## src/rtl/core/wft_pkg.sv

```systemverilog
package wft_pkg;

   localparam int unsigned CARD_W     = 32;
   localparam int unsigned FRAME_W    = 34;
   localparam int unsigned POS_W      = 6;
   localparam int unsigned TICK_REG_W = 20;
   localparam int unsigned CSR_IDX_W  = 2;

   localparam logic [POS_W-1:0] LEN_26 = POS_W'(26);
   localparam logic [POS_W-1:0] LEN_34 = POS_W'(34);

   localparam logic CMD_TICK = 1'b0;
   localparam logic CMD_SEND = 1'b1;

   localparam logic FMT_26 = 1'b0;
   localparam logic FMT_34 = 1'b1;

   localparam logic [CSR_IDX_W-1:0] CSR_FRAME_FORMAT = 2'd0;
   localparam logic [CSR_IDX_W-1:0] CSR_PULSE_WIDTH  = 2'd1;
   localparam logic [CSR_IDX_W-1:0] CSR_PULSE_GAP    = 2'd2;

   localparam logic [TICK_REG_W-1:0] PULSE_WIDTH_RST = TICK_REG_W'(100);
   localparam logic [TICK_REG_W-1:0] PULSE_GAP_RST   = TICK_REG_W'(1000);

   typedef logic [FRAME_W-1:0] frame_type;
   typedef logic [CARD_W-1:0]  card_type;

endpackage

```

## src/rtl/core/wft_req_if.sv

```systemverilog
interface wft_req_if;
   logic               valid;
   logic               ready;
   logic               command;
   wft_pkg::card_type  card_number;

   modport source (output valid, output command, output card_number, input ready);
   modport sink (input valid, input command, input card_number, output ready);
endinterface

```

## src/rtl/core/wft_rsp_if.sv

```systemverilog
interface wft_rsp_if;
   logic valid;
   logic ready;
   logic data0_line;
   logic data1_line;
   logic busy_res;
   logic frame_done;

   modport source (output valid, output data0_line, output data1_line, output busy_res,
                   output frame_done, input ready);
   modport sink (input valid, input data0_line, input data1_line, input busy_res,
                 input frame_done, output ready);
endinterface

```

## src/rtl/core/wft_csr_if.sv

```systemverilog
interface wft_csr_if;
   logic                                 valid;
   logic                                 ready;
   logic [wft_pkg::CSR_IDX_W-1:0]        index;
   logic [wft_pkg::TICK_REG_W-1:0]       data;

   modport source (output valid, output index, output data, input ready);
   modport sink (input valid, input index, input data, output ready);
endinterface

```

## src/rtl/core/wft_frame_build.sv

```systemverilog
module wft_frame_build (
   input  logic                frame_format,
   input  wft_pkg::card_type   card_number,
   output wft_pkg::frame_type  frame_bits
);
   import wft_pkg::*;

   logic [23:0] short_data;
   logic        short_even;
   logic        short_odd;
   logic        long_even;
   logic        long_odd;

   assign short_data = card_number[23:0];
   assign short_even = ^short_data[23:12];
   assign short_odd  = ~^short_data[11:0];
   assign long_even  = ^card_number[31:16];
   assign long_odd   = ~^card_number[15:0];

   always_comb begin
      case (frame_format)
         FMT_34:  frame_bits = {long_even, card_number, long_odd};
         default: frame_bits = {short_even, short_data, short_odd, 8'b0};
      endcase
   end

endmodule

```

## src/rtl/core/wiegand_frame_transmitter.sv

```systemverilog
// Each accepted item's result is registered in the output register.
// Throughput: one item per clock while results are drained; each item is one timing tick or a send command.
// The input is taken whenever the output register is empty or being drained.
// Reset: synchronous, active high; clears the frame sequencer and output valid and
// restores frame_format 0, pulse width 100 and pulse gap 1000 ticks.
module wiegand_frame_transmitter #(
   parameter int unsigned TIMER_BITS = 20
) (
   input  logic       clock,
   input  logic       reset,
   wft_req_if.sink    req_ch,
   wft_rsp_if.source  rsp_ch,
   wft_csr_if.sink    csr_ch
);
   import wft_pkg::*;

   logic                  frame_format_ff;
   logic [TICK_REG_W-1:0] pulse_width_ff;
   logic [TICK_REG_W-1:0] pulse_gap_ff;

   frame_type             frame_bits_ff,      frame_bits_in;
   logic [POS_W-1:0]      bit_position_ff,    bit_position_in;
   logic                  pulse_ff,           pulse_in;
   logic [TIMER_BITS-1:0] countdown_ff,       countdown_in;
   logic                  sending_ff,         sending_in;
   logic                  done_in;

   logic                  rsp_valid_ff;
   logic                  data0_ff,  data0_in;
   logic                  data1_ff,  data1_in;
   logic                  busy_ff;
   logic                  done_ff;

   frame_type             new_frame;
   logic [POS_W-1:0]      frame_len;
   logic [POS_W-1:0]      cur_pos;
   logic [63:0]           msb_first;
   logic                  cur_bit;
   logic                  accept;

   function automatic logic [TIMER_BITS-1:0] phase_load(input logic [TICK_REG_W-1:0] r);
      logic [TIMER_BITS-1:0] v;
      v = TIMER_BITS'(r);
      return (v == '0) ? '0 : v - TIMER_BITS'(1);
   endfunction

   wft_frame_build u_frame_build (
      .frame_format (frame_format_ff),
      .card_number  (req_ch.card_number),
      .frame_bits   (new_frame)
   );

   assign csr_ch.ready = 1'b1;

   always_ff @(posedge clock) begin
      if (reset) begin
         frame_format_ff <= FMT_26;
         pulse_width_ff  <= PULSE_WIDTH_RST;
         pulse_gap_ff    <= PULSE_GAP_RST;
      end else if (csr_ch.valid) begin
         case (csr_ch.index)
            CSR_FRAME_FORMAT: frame_format_ff <= csr_ch.data[0];
            CSR_PULSE_WIDTH:  pulse_width_ff  <= csr_ch.data;
            CSR_PULSE_GAP:    pulse_gap_ff    <= csr_ch.data;
            default: ;
         endcase
      end
   end

   assign accept       = req_ch.valid && req_ch.ready;
   assign req_ch.ready = !rsp_valid_ff || rsp_ch.ready;
   assign frame_len    = (frame_format_ff == FMT_34) ? LEN_34 : LEN_26;

   // advance the frame sequencer by one item
   always_comb begin
      frame_bits_in   = frame_bits_ff;
      bit_position_in = bit_position_ff;
      pulse_in        = pulse_ff;
      countdown_in    = countdown_ff;
      sending_in      = sending_ff;
      done_in         = 1'b0;
      if (req_ch.command == CMD_SEND) begin
         frame_bits_in   = new_frame;
         bit_position_in = POS_W'(1);
         pulse_in        = 1'b1;
         countdown_in    = phase_load(pulse_width_ff);
         sending_in      = 1'b1;
      end else if (sending_ff) begin
         if (countdown_ff != '0) begin
            countdown_in = countdown_ff - TIMER_BITS'(1);
         end else if (pulse_ff) begin
            pulse_in     = 1'b0;
            countdown_in = phase_load(pulse_gap_ff);
         end else if (bit_position_ff >= frame_len) begin
            sending_in = 1'b0;
            done_in    = 1'b1;
         end else begin
            bit_position_in = bit_position_ff + POS_W'(1);
            pulse_in        = 1'b1;
            countdown_in    = phase_load(pulse_width_ff);
         end
      end
   end

   always_comb begin
      msb_first = '0;
      for (int i = 0; i < FRAME_W; i++) begin
         msb_first[i] = frame_bits_in[FRAME_W-1-i];
      end
   end

   assign cur_pos = bit_position_in - POS_W'(1);
   assign cur_bit = msb_first[cur_pos];

   always_comb begin
      data0_in = 1'b1;
      data1_in = 1'b1;
      if (sending_in && pulse_in) begin
         if (cur_bit) begin
            data1_in = 1'b0;
         end else begin
            data0_in = 1'b0;
         end
      end
   end

   always_ff @(posedge clock) begin
      if (reset) begin
         frame_bits_ff   <= '0;
         bit_position_ff <= '0;
         pulse_ff        <= 1'b0;
         countdown_ff    <= '0;
         sending_ff      <= 1'b0;
      end else if (accept) begin
         frame_bits_ff   <= frame_bits_in;
         bit_position_ff <= bit_position_in;
         pulse_ff        <= pulse_in;
         countdown_ff    <= countdown_in;
         sending_ff      <= sending_in;
      end
   end

   always_ff @(posedge clock) begin
      if (reset) begin
         rsp_valid_ff <= 1'b0;
      end else if (accept) begin
         rsp_valid_ff <= 1'b1;
      end else if (rsp_ch.ready) begin
         rsp_valid_ff <= 1'b0;
      end
   end

   always_ff @(posedge clock) begin
      if (accept) begin
         data0_ff <= data0_in;
         data1_ff <= data1_in;
         busy_ff  <= sending_in;
         done_ff  <= done_in;
      end
   end

   assign rsp_ch.valid      = rsp_valid_ff;
   assign rsp_ch.data0_line = data0_ff;
   assign rsp_ch.data1_line = data1_ff;
   assign rsp_ch.busy_res   = busy_ff;
   assign rsp_ch.frame_done = done_ff;

   a_lines_not_both_low: assert property (@(posedge clock) disable iff (reset)
      rsp_valid_ff |-> (data0_ff || data1_ff))
      else $error("both data lines low");

   a_done_not_busy: assert property (@(posedge clock) disable iff (reset)
      rsp_valid_ff && done_ff |-> !busy_ff)
      else $error("frame done while still busy");

   a_sending_has_bit: assert property (@(posedge clock) disable iff (reset)
      sending_ff |-> (bit_position_ff != '0))
      else $error("sending with no bit started");

   a_send_starts_pulse: assert property (@(posedge clock) disable iff (reset)
      accept && (req_ch.command == CMD_SEND) |=> sending_ff && pulse_ff && busy_ff)
      else $error("send did not start a pulse");

   a_accept_fills_output: assert property (@(posedge clock) disable iff (reset)
      accept |=> rsp_valid_ff)
      else $error("accepted item produced no result");

endmodule

```

## src/flat_wrapper.sv

```systemverilog
// flat-port wrapper written by rule: the top's interface ports become plain ports
module wiegand_frame_transmitter_flat import wft_pkg::*;
#(
   parameter int unsigned TIMER_BITS = 20
)
  (clock, reset, req_ch_valid, req_ch_command, req_ch_card_number, req_ch_ready, rsp_ch_valid, rsp_ch_data0_line, rsp_ch_data1_line, rsp_ch_busy_res, rsp_ch_frame_done, rsp_ch_ready, csr_ch_valid, csr_ch_index, csr_ch_data, csr_ch_ready);
  wft_req_if req_ch_i ();
  wft_rsp_if rsp_ch_i ();
  wft_csr_if csr_ch_i ();
  input  logic clock;
  input  logic reset;
  input wire logic [$bits(req_ch_i.valid)-1:0] req_ch_valid;
  input wire logic [$bits(req_ch_i.command)-1:0] req_ch_command;
  input wire logic [$bits(req_ch_i.card_number)-1:0] req_ch_card_number;
  output wire logic [$bits(req_ch_i.ready)-1:0] req_ch_ready;
  output wire logic [$bits(rsp_ch_i.valid)-1:0] rsp_ch_valid;
  output wire logic [$bits(rsp_ch_i.data0_line)-1:0] rsp_ch_data0_line;
  output wire logic [$bits(rsp_ch_i.data1_line)-1:0] rsp_ch_data1_line;
  output wire logic [$bits(rsp_ch_i.busy_res)-1:0] rsp_ch_busy_res;
  output wire logic [$bits(rsp_ch_i.frame_done)-1:0] rsp_ch_frame_done;
  input wire logic [$bits(rsp_ch_i.ready)-1:0] rsp_ch_ready;
  input wire logic [$bits(csr_ch_i.valid)-1:0] csr_ch_valid;
  input wire logic [$bits(csr_ch_i.index)-1:0] csr_ch_index;
  input wire logic [$bits(csr_ch_i.data)-1:0] csr_ch_data;
  output wire logic [$bits(csr_ch_i.ready)-1:0] csr_ch_ready;
  assign req_ch_i.valid = req_ch_valid;
  assign req_ch_i.command = req_ch_command;
  assign req_ch_i.card_number = req_ch_card_number;
  assign req_ch_ready = req_ch_i.ready;
  assign rsp_ch_valid = rsp_ch_i.valid;
  assign rsp_ch_data0_line = rsp_ch_i.data0_line;
  assign rsp_ch_data1_line = rsp_ch_i.data1_line;
  assign rsp_ch_busy_res = rsp_ch_i.busy_res;
  assign rsp_ch_frame_done = rsp_ch_i.frame_done;
  assign rsp_ch_i.ready = rsp_ch_ready;
  assign csr_ch_i.valid = csr_ch_valid;
  assign csr_ch_i.index = csr_ch_index;
  assign csr_ch_i.data = csr_ch_data;
  assign csr_ch_ready = csr_ch_i.ready;
  wiegand_frame_transmitter #(.TIMER_BITS(TIMER_BITS)) u_core (.clock(clock), .reset(reset), .req_ch(req_ch_i), .rsp_ch(rsp_ch_i), .csr_ch(csr_ch_i));
endmodule
```

## config.mk

```make
export PLATFORM = sky130hd
export DESIGN_NAME = wiegand_frame_transmitter_flat
export DESIGN_NICKNAME = d
export VERILOG_FILES = /design/src/rtl/core/wft_pkg.sv /design/src/rtl/core/wft_req_if.sv /design/src/rtl/core/wft_rsp_if.sv /design/src/rtl/core/wft_csr_if.sv /design/src/rtl/core/wft_frame_build.sv /design/src/rtl/core/wiegand_frame_transmitter.sv /design/src/flat_wrapper.sv
export SDC_FILE = /design/constraint.sdc
export NUM_CORES = 1
export LEC_CHECK = 0
export BUFFER_PORTS_ARGS = -buffer_cell sky130_fd_sc_hd__buf_4
export CAP_MARGIN = 25
export CORE_ASPECT_RATIO = 1.1
export CORE_MARGIN = 4
export CORE_UTILIZATION = 56
export CTS_BUF_LIST = sky130_fd_sc_hd__clkbuf_4 sky130_fd_sc_hd__clkbuf_8
export CTS_CLUSTER_DIAMETER = 100
export CTS_CLUSTER_SIZE = 8
export DETAILED_ROUTE_END_ITERATION = 10
export GPL_ROUTABILITY_DRIVEN = 1
export GPL_TIMING_DRIVEN = 1
export PLACE_DENSITY = 0.76
export SETUP_SLACK_MARGIN = 0.4
export SYNTH_ARGS = -nofsm -noshare
export SYNTH_HDL_FRONTEND = slang
export SYNTH_SLANG_ARGS = --single-unit
```

## constraint.sdc

```tcl
create_clock -name clock -period 6.34 [get_ports clock]
set_input_delay 0 -clock clock [delete_from_list [all_inputs] [get_ports clock]]
set_output_delay 0 -clock clock [all_outputs]
set_load 0.005 [all_outputs]
```

==> results of run 1 <==
==> logic make-up (layout without fill, tap and decap cells) <==
family / Yosys count / after routing
XOR/XNOR: 79 / 79
flip-flops: 108 / 108
other: 1 / 1
multiplexers: 45 / 45
adder cells (fa/ha/maj): 9 / 9
buffers and inverters: 80 / 150
AND/OR/NAND/NOR: 415 / 415
AO/OA/AOI/OAI: 198 / 198
==> placed cells by master, fill, tap and decap left out, types with 23 or more instances in the layout <==
| cell | n |
|---|---|
| a21oi_1 | 107 |
| dlygate4sd3_1 | 40 |
| xor2_1 | 23 |
| nor3_1 | 34 |
| xnor2_1 | 56 |
| dfxtp_1 | 103 |
| mux2i_1 | 38 |
| buf_4 | 74 |
| nor2_1 | 125 |
| nand2_1 | 154 |
==> per-stage QoR <==
stage / hold slack, ns / setup WS [ns]
global route: 0.0120 / 1.31
global placement: 0.221 / 1.69
detailed placement: 0.225 / 1.62
finish: 0.0190 / 1.62
floorplan: 0.121 / 0.509
CTS: 0.000492 / 1.62
==> routing by layer <==
| layer | global-route usage | vias up | part of all wire |
|---|---|---|---|
| met4 | 0.105 | 0 | 0.034 |
| met3 | 0.0343 | 50 | 0.049 |
| met1 | 0.326 | 3051 | 0.42 |
| li1 | - | 3385 | - |
| met5 | 0 | - | 0 |
| met2 | 0.428 | 208 | 0.49 |
==> state kept, by name (all words and copies together) (netlist names), 6 cells and up <==
register,cells
u_core.pulse_gap_ff,20
u_core.pulse_width_ff,20
u_core.bit_position_ff,6
u_core.frame_bits_ff,34
u_core.countdown_ff,20
==> area by class of cell <==
cell class | instances | share of cell area
clock inverters | 5 | 0.00435
well taps | 154 | 0.0240
inverters | 19 | 0.00886
repair buffers | 115 | 0.121
flip-flops and latches | 108 | 0.274
multi-input cells | 747 | 0.550
clock buffers | 11 | 0.0180
==> path summary, 6_finish.rpt <==
kind,startpoint,to,slack (ns)
setup / recovery,u_core.frame_format_ff$_SDFFE_PP0P_,u_core.rsp_ch.data0_line$_SDFFCE_PN1P_,1.62
setup reg to reg,u_core.frame_format_ff$_SDFFE_PP0P_,u_core.rsp_ch.data0_line$_SDFFCE_PN1P_,1.62
hold reg to reg,u_core.frame_bits_ff[9]$_SDFFE_PP0P_,u_core.frame_bits_ff[9]$_SDFFE_PP0P_,0.46
hold / removal,csr_ch_index[0],u_core.frame_format_ff$_SDFFE_PP0P_,0.02
==> timing repair <==
action | 4_1_cts | 5_1_grt
hold endpoints to repair | 59 | 0
hold buffers | 40 | 0
setup buffers | 0 | 0
==> power by group through the flow <==
stage | Sequential, mW | Clock (mW) | Combinational, mW
6_report | 0.754 | 0.414 | 0.440
3_3_place_gp | 0.767 | 0 | 0.412
5_1_grt | 0.759 | 0.436 | 0.494
3_5_place_dp | 0.769 | 0 | 0.413
2_1_floorplan | 0.759 | 0 | 0.315
4_1_cts | 0.753 | 0.414 | 0.437
==> synth_stat cells (5+ instances only) <==
cell,n
nand2_1,154
nor2_1,126
a21oi_1,107
dfxtp_1,104
xnor2_1,56
clkbuf_1,44
mux2i_1,38
nor3_1,34
xor2_1,23
nand3_1,22
a211oi_1,20
inv_1,17
o22ai_1,17
o21ai_0,15
nand3b_1,14
nor4_1,10
ha_1,9
and3_1,8
buf_1,8
o211ai_1,7
or4_1,7
a31oi_1,6
mux2_2,5
o31ai_1,5
or3_1,5
==> worst max-delay path, stage by stage, from the launching register on <==
cell	delay [ns]
dfxtp_2	0.35
buf_4	0.46
ha_1	0.35
nand3_1	0.08
nand2_1	0.09
and4bb_2	0.42
mux2i_1	0.20
buf_4	0.22
inv_1	0.08
ha_1	0.29
or3_2	0.43
nor4_1	0.19
a211o_1	0.31
mux4_2	0.55
nor3_2	0.13
a211oi_2	0.06
a211o_1	0.26
==> results.toml, run 1 <==
[logic_synthesis]
synth_area_sq_um = 6990
synth_top_family_by_area = "simple AND/OR/NAND/NOR gates"
ys.warnings.count = 0
synth_adder_area_share = 0.0161
synth_edf_count = 4
async_reset_ff_frac = 0
synth_seq_cells = 108
synth_area_leaders = "dfxtp_1 (30%), nand2_1 (8.3%), a21oi_1 (7.7%), xnor2_1 (7.0%), nor2_1 (6.8%)"
syn_area_per_cell_sq_um = 7.47
synth-xor-area-share = 0.0991
netlist_instances = 935
synthMuxAreaShare = 0.0695
synth_compound_gate_area_share = 0.170
yosys.area.top_type = "dfxtp_1"
synth_ff_type = "dfxtp_1"
synthSimpleGateAreaFrac = 0.278
yosysTopAreaCellShare = 0.298
ys_types = 70
synth_nets = 1004
ys_seq_area_frac = 0.315

[worst_setup_path]
required_ns = 6.49
endpoint_kind = "flop"
ff2ff_path_depth = 16
cp_data_arrival_time_ns = 4.86
path_class = "flop to flop"
start_kind = "flop"
path_max_fanout = 40

[cts]
clockRootBuffer = "clkbuf_8"
tritoncts = "done"
cts_resized = 0
clock_latency_ns = 0.39
clkTransAtPathRegs_ns = 0.10
numCtsBuffers = 9
htreeDepth = 3
ctsLongestPathBuffers = 2
clock-sinks = 108

[final_layout]
diodes = 0
instances_no_fill = 1159
syn_to_final_growth_pct = 15.2
drive_above_1_share = 0.118
fin_area_sq_um = 8050
post-route-util = 0.663
ff_latch_area_sq_um = 2200
fin_nets = 1069
fillerInstances = 1024
multi_input_area_sq_um = 4420

[worst_hold_path]
whs_path_depth = 4
hp-class = "input port to flop"

[global_routing]
track_usage = 0.255
grt_pass1_wl_mm = 30.2
grt.overflow.total = 0
antenna_found_initial = 0
first_global_vias = 6182
grt_start_max_net_pins = 105

[timing]
fin_skew_ns = 0.0109
final_hold_viol_count = 0
period_share = 0.744
finalMaxSlewViolations = 0
tns_ns = 0
max_slew_margin = 0.402
tightest_slew_ns = 0.894
setup_viol_count_final = 0
rsz0062_at_grt = "no"
period_needed_ns = 4.72
fmax_ghz = 0.212

[floorplan]
fp.dieW_um = 114
start_util = 0.575
core_area_sq_um = 12100
die_h_um = 125
dieArea_sq_um = 14300
io_pins = 67
rows = 42

[route]
firstDrtPassIters = 5
viasPerCell = 5.78
wl_per_cell_um = 15.6
dr_total_vias = 6694
dr.first_iter.drc_count = 444
drc = 0
wl_mm = 18.1
final_antenna_net_count = 0

[power]
power_frac_comb = 0.274
pwr-share-clk = 0.257
finalPower_mw = 1.61
p_seq_frac = 0.469
p_int_mw = 1.08
p_switching_uw = 528
p_leak_nw = 2.99
power_density_nw_per_um2 = 200
swShare = 0.328
ir_drop_mv = 0.142

[placement]
dp_hpwl_mm = 12.5
dp_cells = 1102
place_area_sq_um = 7440
gp_congestion = 0.884
port-buffer-count = 65

[flow_run]
cap_violations = 0

[outcome]
status = "finished, final reports clean"
Note: power is estimated with default switching activity, not from simulation.
==> run 2, diff against run 1 <==
--- a/config.mk
+++ b/config.mk
@@ -5,18 +5,19 @@
 export SDC_FILE = /design/constraint.sdc
 export NUM_CORES = 1
 export LEC_CHECK = 0
+export ABC_AREA = 1
 export BUFFER_PORTS_ARGS = -buffer_cell sky130_fd_sc_hd__buf_4
 export CAP_MARGIN = 25
 export CORE_ASPECT_RATIO = 1.1
 export CORE_MARGIN = 4
-export CORE_UTILIZATION = 56
+export CORE_UTILIZATION = 62
 export CTS_BUF_LIST = sky130_fd_sc_hd__clkbuf_4 sky130_fd_sc_hd__clkbuf_8
 export CTS_CLUSTER_DIAMETER = 100
 export CTS_CLUSTER_SIZE = 8
 export DETAILED_ROUTE_END_ITERATION = 10
 export GPL_ROUTABILITY_DRIVEN = 1
 export GPL_TIMING_DRIVEN = 1
-export PLACE_DENSITY = 0.76
+export PLACE_DENSITY = 0.8
 export SETUP_SLACK_MARGIN = 0.4
 export SYNTH_ARGS = -nofsm -noshare
 export SYNTH_HDL_FRONTEND = slang
==> constraint.sdc (replaced) <==
create_clock -name clock -period 4.91 [get_ports clock]
set_input_delay 0 -clock clock [delete_from_list [all_inputs] [get_ports clock]]
set_output_delay 0 -clock clock [all_outputs]
set_load 0.005 [all_outputs]
==> run 2 against run 1 <==
Largest cell class unchanged. Clock skew is 0.0018 ns higher. Via count is 15% higher. Critical path type unchanged. Sequential cell count stayed put. Die area is 4.3% lower.
==> results.toml, run 2 <==
[cts]
cts_resized = 0
cts_setup_buffers = 0
clockRootBuffer = "clkbuf_8"
ctsLongestPathBuffers = 2
numCtsBuffers = 9
hold_buffers = 30
clock-sinks = 108
htreeDepth = 3
clkTransAtPathRegs_ns = 0.11
tritoncts = "done"
clock_latency_ns = 0.41

[floorplan]
start_util = 0.639
core_area_sq_um = 11500
fp.dieW_um = 112
dieArea_sq_um = 13700
rows = 41
die_h_um = 122
io_pins = 67

[global_routing]
grt_start_max_net_pins = 74
first_global_vias = 7299
track_usage = 0.322
grt_pass1_wl_mm = 35.5
antenna_found_initial = 0
grt.overflow.total = 0

[final_layout]
drive_above_1_share = 0.126
largest-register = "u_core.frame_bits_ff"
fin_nets = 1237
syn_to_final_growth_pct = 13.3
mostFrequentLayoutCell = "nand2_1"
post-route-util = 0.724
largest_reg_flops = 34
fin_area_sq_um = 8360
mostFrequentLayoutCells = "nand2_1 (207), inv_1 (110), o21ai_0 (108), nor2_1 (108), dfxtp_1 (104)"
diodes = 0

[logic_synthesis]
yosys.area.top_type = "dfxtp_1"
ys_seq_area_frac = 0.298
ys.warnings.count = 0
ys_types = 49
yosysTopAreaCellShare = 0.282
synth_edf_count = 4
netlist_instances = 1106
async_reset_ff_frac = 0
synth_nets = 1175
synth_seq_cells = 108
synth_ff_type = "dfxtp_1"
synthTopCellsByCount = "nand2_1 (207), inv_1 (111), nor2_1 (108), o21ai_0 (108), dfxtp_1 (104)"
synth_area_sq_um = 7380
syn_area_per_cell_sq_um = 6.67
synth_area_leaders = "dfxtp_1 (28%), nand2_1 (11%), o21ai_0 (7.3%), a21oi_1 (6.7%), inv_1 (5.6%)"
synth.most_common_cell = "nand2_1"

[timing]
period_needed_ns = 4.05
tns_ns = 0
rsz0062_at_grt = "no"
fmax_ghz = 0.247
final_hold_viol_count = 0
finalMaxSlewViolations = 0
tightest_slew_ns = 0.824
max_slew_margin = 0.449
period_share = 0.825
setup_viol_count_final = 0
fin_skew_ns = 0.0126

[power]
power_density_nw_per_um2 = 271
p_int_mw = 1.41
p_seq_frac = 0.442
swShare = 0.378
p_switching_uw = 858
ir_drop_mv = 0.192
pwr-share-clk = 0.247
power_frac_comb = 0.312
p_leak_nw = 3.66

[placement]
place_area_sq_um = 7870
gp_congestion = 0.955
port-buffer-count = 65
dp_hpwl_mm = 15.7

[worst_setup_path]
path_class = "flop to flop"
reg2reg_to = "u_core.rsp_ch.data1_line$_SDFFCE_PN1P_"
crit_chain = "inv_1 -> ha_1 -> nand2_1 -> nor2_1 -> nand2_1 -> nand3_1 -> nor2_2 -> nand4_2 -> nand3_4 -> inv_2 -> ha_1 -> inv_1 -> nand3_1 -> nand2_1 -> nand2_1 -> nand3_1 -> nand3_1 -> nand3_1 -> nand3_1"
reg2reg_slack_ns = 0.86
ff2ff_path_depth = 19
critical_path.top_delay_family = "simple AND/OR/NAND/NOR gates"
slowest_delay_ns = 0.50
endpoint_kind = "flop"
cp_slowest_cell = "dfxtp_1"
required_ns = 5.07
path_buf_inv = 3
path_max_fanout = 21
timing.rr.start = "u_core.frame_format_ff$_SDFFE_PP0P_"
cp_data_arrival_time_ns = 4.21
start_kind = "flop"
path_common_cell = "nand3_1"

[route]
wl_per_cell_um = 16.5
drc = 0
dr.first_iter.drc_count = 574
drt-met1-wl_mm = 8.38
dr_total_vias = 7725
final_antenna_net_count = 0
viasPerCell = 5.84
wl_mm = 21.8
firstDrtPassIters = 5
routed-wl-met2_mm = 11.4
wl_met3_um = 926
highest_layer = "met4"

[worst_hold_path]
worstHoldStart = "req_ch_card_number[2]"
whs_path_depth = 5
holdPathEnd = "u_core.frame_bits_ff[11]$_SDFFE_PP0P_"
hp-class = "input port to flop"

[outcome]
status = "finished, final reports clean"

[flow_run]
cap_violations = 0
## run 2: cell types whose count changed in the layout (fill, tap and decap cells not counted), sizes merged, moves of 12 or more
cell	change
xor2	+18
nand3b	-12
o221ai	+16
o21ai	+94
nand2	+62
inv	+104
nand4	+19
nand3	+72
a211oi	-18
mux2i	-38
nor3	-16
xnor2	-28
## run 2: cells by family after synthesis
family / share of synthesized area
fa+ha+maj: 0.0153
xor+xnor: 0.0829
compound gates: 0.192
buf+inv: 0.0904
other cells: 0.000508
flops: 0.298
simple gates: 0.321
## run 2: how the worst max path moves through the flow
stage | end | slack [ns] | cells past startpoint | from
finish | u_core.rsp_ch.data1_line$_SDFFCE_PN1P_ | 0.86 | 19 | u_core.frame_format_ff$_SDFFE_PP0P_
global route | u_core.rsp_ch.data1_line$_SDFFCE_PN1P_ | 0.48 | 19 | u_core.frame_format_ff$_SDFFE_PP0P_
CTS | u_core.rsp_ch.data1_line$_SDFFCE_PN1P_ | 0.91 | 19 | u_core.frame_format_ff$_SDFFE_PP0P_
detailed placement | u_core.rsp_ch.data1_line$_SDFFCE_PN1P_ | 0.94 | 19 | u_core.frame_format_ff$_SDFFE_PP0P_
global placement | u_core.rsp_ch.data1_line$_SDFFCE_PN1P_ | 1.06 | 19 | u_core.frame_format_ff$_SDFFE_PP0P_
floorplan | u_core.rsp_ch.data1_line$_SDFFCE_PN1P_ | 1.59 | 22 | u_core.frame_format_ff$_SDFFE_PP0P_
## run 2: layout make-up
class / count / area, sq um
Multi-Input combinational cell: 830 / 4510
Timing Repair Buffer: 99 / 818
Fill cell: 1004 / 3180
Clock buffer: 9 / 124
Tap cell: 150 / 188
Clock inverter: 7 / 65.1
Inverter: 120 / 450
Sequential cell: 108 / 2200
## run 2: worst min-delay path: cells and delay by family
kind	cells	cell delay, ns
compound gates	2	0.17
buf+inv	2	0.17
simple gates	1	0.05
## run 2: power by group through the flow
stage	sequential, mW	combinational [mW]	clock (mW)
after global routing	1.01	0.788	0.598
final	1.00	0.707	0.560
after detailed placement	1.02	0.678	0
after CTS	0.999	0.698	0.560
after floorplan	1.01	0.503	0
after global placement	1.02	0.668	0
## run 2: per-layer routing
layer  up-vias  track usage
li1       3816            -
met1      3571        0.355
met2       253        0.592
met3        85       0.0360
met4         0        0.201
met5         -            0
## run 2: stage by stage
| stage | cells | total power [mW] | setup WS [ns] | hold slack (ns) |
|---|---|---|---|---|
| final | 1323 | 2.27 | 0.861 | 0.0348 |
| after detailed placement | 1277 | 1.70 | 0.941 | 0.227 |
| after global placement | 1277 | 1.69 | 1.06 | 0.222 |
| after global routing | 1323 | 2.40 | 0.478 | 0.0634 |
| after CTS | 1323 | 2.26 | 0.909 | 0.0171 |
| after floorplan | 1106 | 1.51 | 1.59 | 0.102 |
==> run 3, diff against run 2 <==
==> constraint.sdc (replaced) <==
create_clock -name clock -period 4.1 [get_ports clock]
set_input_delay 0 -clock clock [delete_from_list [all_inputs] [get_ports clock]]
set_output_delay 0 -clock clock [all_outputs]
set_load 0.005 [all_outputs]
==> run 3 against run 2 <==
Global-route usage down 0.63 points. Sequential cell count unchanged. Clock skew down 0.00091 ns. Sequential share of layout area decreased by 0.23 points. Setup slack got worse by 0.093 ns. Total power is 23% higher. Via count hardly changed. Sequential power up 20%. Maximum frequency grew 22%. Core utilization rose by 0.65 points. Register-to-register slack worse by 0.09 ns.
==> results.toml, run 3 (synthesis gave the netlist of run 2 again) <==
[power]
power_density_nw_per_um2 = 330
p_leak_nw = 3.69
ir_drop_mv = 0.216

[timing]
setup_viol_count_final = 0
tightest_slew_ns = 1.02
max_slew_margin = 0.321
rsz0062_at_grt = "no"
hold_ws_ns = 0.0150
tns_ns = 0
finalMaxSlewViolations = 0
period_needed_ns = 3.33
final_hold_viol_count = 0
period_share = 0.813
fin_skew_ns = 0.0117
fmax_ghz = 0.300

[global_routing]
grt_pass1_wl_mm = 35.0
grt_start_max_net_pins = 74
met1_usage = 0.350
grt.overflow.total = 0
grtUsageMet2 = 0.580
grt-busiest-layer = "met2"
track_usage = 0.316
use_met3 = 0.0330
antenna_found_initial = 0
first_global_vias = 7324

[worst_setup_path]
path_common_cell = "nand3_1"
endpoint_kind = "flop"
crit_chain = "inv_1 -> ha_1 -> nand2_1 -> nor2_1 -> nand2_1 -> nand3_1 -> nor2_4 -> nand3_4 -> nand2_2 -> nand3_4 -> inv_2 -> ha_4 -> clkinvlp_4 -> nand3_1 -> nand3_1 -> nand3_1 -> nand3_1 -> nand3_1 -> nand3_1"
cp_data_arrival_time_ns = 3.48
cp_slowest_cell = "dfxtp_1"
path_class = "flop to flop"
slowest_delay_ns = 0.39
required_ns = 4.25
start_kind = "flop"
path_max_fanout = 13

[final_layout]
largest_reg_flops = 34
fin_area_sq_um = 8430
diodes = 0
largest-register = "u_core.frame_bits_ff"
fin_nets = 1240
fillerInstances = 1010
mostFrequentLayoutCell = "nand2_1"
syn_to_final_growth_pct = 14.3
mostFrequentLayoutCells = "nand2_1 (207), inv_1 (109), o21ai_0 (108), nor2_1 (108), dfxtp_1 (104)"
drive_above_1_share = 0.133

[floorplan]
rows = 41
die_h_um = 122
core_area_sq_um = 11500
io_pins = 67
dieArea_sq_um = 13700
fp.dieW_um = 112
start_util = 0.639

[cts]
clockRootBuffer = "clkbuf_8"
clkTransAtPathRegs_ns = 0.11
clock_latency_ns = 0.40
htreeDepth = 3
numCtsBuffers = 9
tritoncts = "done"
cts_setup_buffers = 0
ctsLongestPathBuffers = 2
clock-sinks = 108

[route]
wl_mm = 21.4
final_antenna_net_count = 0
drc = 0
dr_total_vias = 7720
wl_per_cell_um = 16.2
viasPerCell = 5.82
dr.first_iter.drc_count = 634
firstDrtPassIters = 5

[flow_run]
cap_violations = 0

[placement]
port-buffer-count = 65
place_area_sq_um = 7920
dp_hpwl_mm = 15.6
gp_congestion = 0.938

[outcome]
status = "finished, final reports clean"

[worst_hold_path]
hp-class = "input port to flop"
==> run 3: changes by cell type in the layout (fill, tap and decap cells not counted), sizes merged <==
cell	previous run	this run
buf	69	75
bufinv	0	1
clkinvlp	0	1
inv	123	119
clkbuf	9	10
clkinv	4	5
dlygate4sd3	30	27
==> run 3: layer usage <==
| metal | vias up | routed length (um) |
|---|---|---|
| met1 | 3553 | 8210 |
| met2 | 260 | 11000 |
| met3 | 83 | 982 |
| met5 | - | 0 |
| li1 | 3824 | - |
| met4 | 0 | 1210 |
==> run 3: final timing paths <==
path / startpoint / end / slack, ns / cells past startpoint
worst max register to register: u_core.frame_format_ff$_SDFFE_PP0P_ / u_core.rsp_ch.data0_line$_SDFFCE_PN1P_ / 0.77 / 19
worst min register to register: u_core.pulse_width_ff[19]$_SDFFE_PP0P_ / u_core.pulse_width_ff[19]$_SDFFE_PP0P_ / 0.50 / 2
worst max-delay path: u_core.frame_format_ff$_SDFFE_PP0P_ / u_core.rsp_ch.data0_line$_SDFFCE_PN1P_ / 0.77 / 19
worst min-delay path: csr_ch_index[1] / u_core.pulse_width_ff[6]$_SDFFE_PP1P_ / 0.01 / 4
==> run 3: worst max-delay path, delay by kind of cell (launching register included) <==
| family | cells | cell delay (ns) |
|---|---|---|
| simple gates | 14 | 1.60 |
| buf+inv | 3 | 0.56 |
| fa+ha+maj | 2 | 0.56 |
| flops | 1 | 0.39 |
==> run 3: metrics by stage <==
stage / util / std cells / total power [mW] / setup WS (ns)
2_1_floorplan: - / 1106 / 1.81 / 0.784
4_1_cts: 0.728 / 1326 / 2.77 / 0.415
3_5_place_dp: 0.686 / 1283 / 2.03 / 0.453
3_3_place_gp: 0.686 / 1283 / 2.02 / 0.543
6_report: 0.731 / 1326 / 2.78 / 0.768
5_1_grt: 0.731 / 1326 / 2.93 / 0.503
==> run 3: final cells by class <==
| type | instances | area (sq um) | area share |
|---|---|---|---|
| Multi-Input combinational cell | 830 | 4540 | 0.538 |
| Sequential cell | 108 | 2200 | 0.261 |
| Timing Repair Buffer | 102 | 833 | 0.0988 |
| Inverter | 120 | 454 | 0.0538 |
| Tap cell | 150 | 188 | 0.0223 |
| Clock buffer | 10 | 138 | 0.0163 |
| Clock inverter | 6 | 81.3 | 0.00964 |
==> run 3: report_power, final <==
group | internal (mW) | total (mW) | switching, mW
clock network | 0.311 | 0.731 | 0.419
registers | 1.13 | 1.20 | 0.0668
logic | 0.327 | 0.852 | 0.526
total | 1.77 | 2.78 | 1.01
==> run 3: timing repair <==
action                                  CTS  global route
gates resized for setup                   0             5
endpoints found under the setup margin    0             2
hold endpoints to repair                 48             0
hold buffers                             27             0
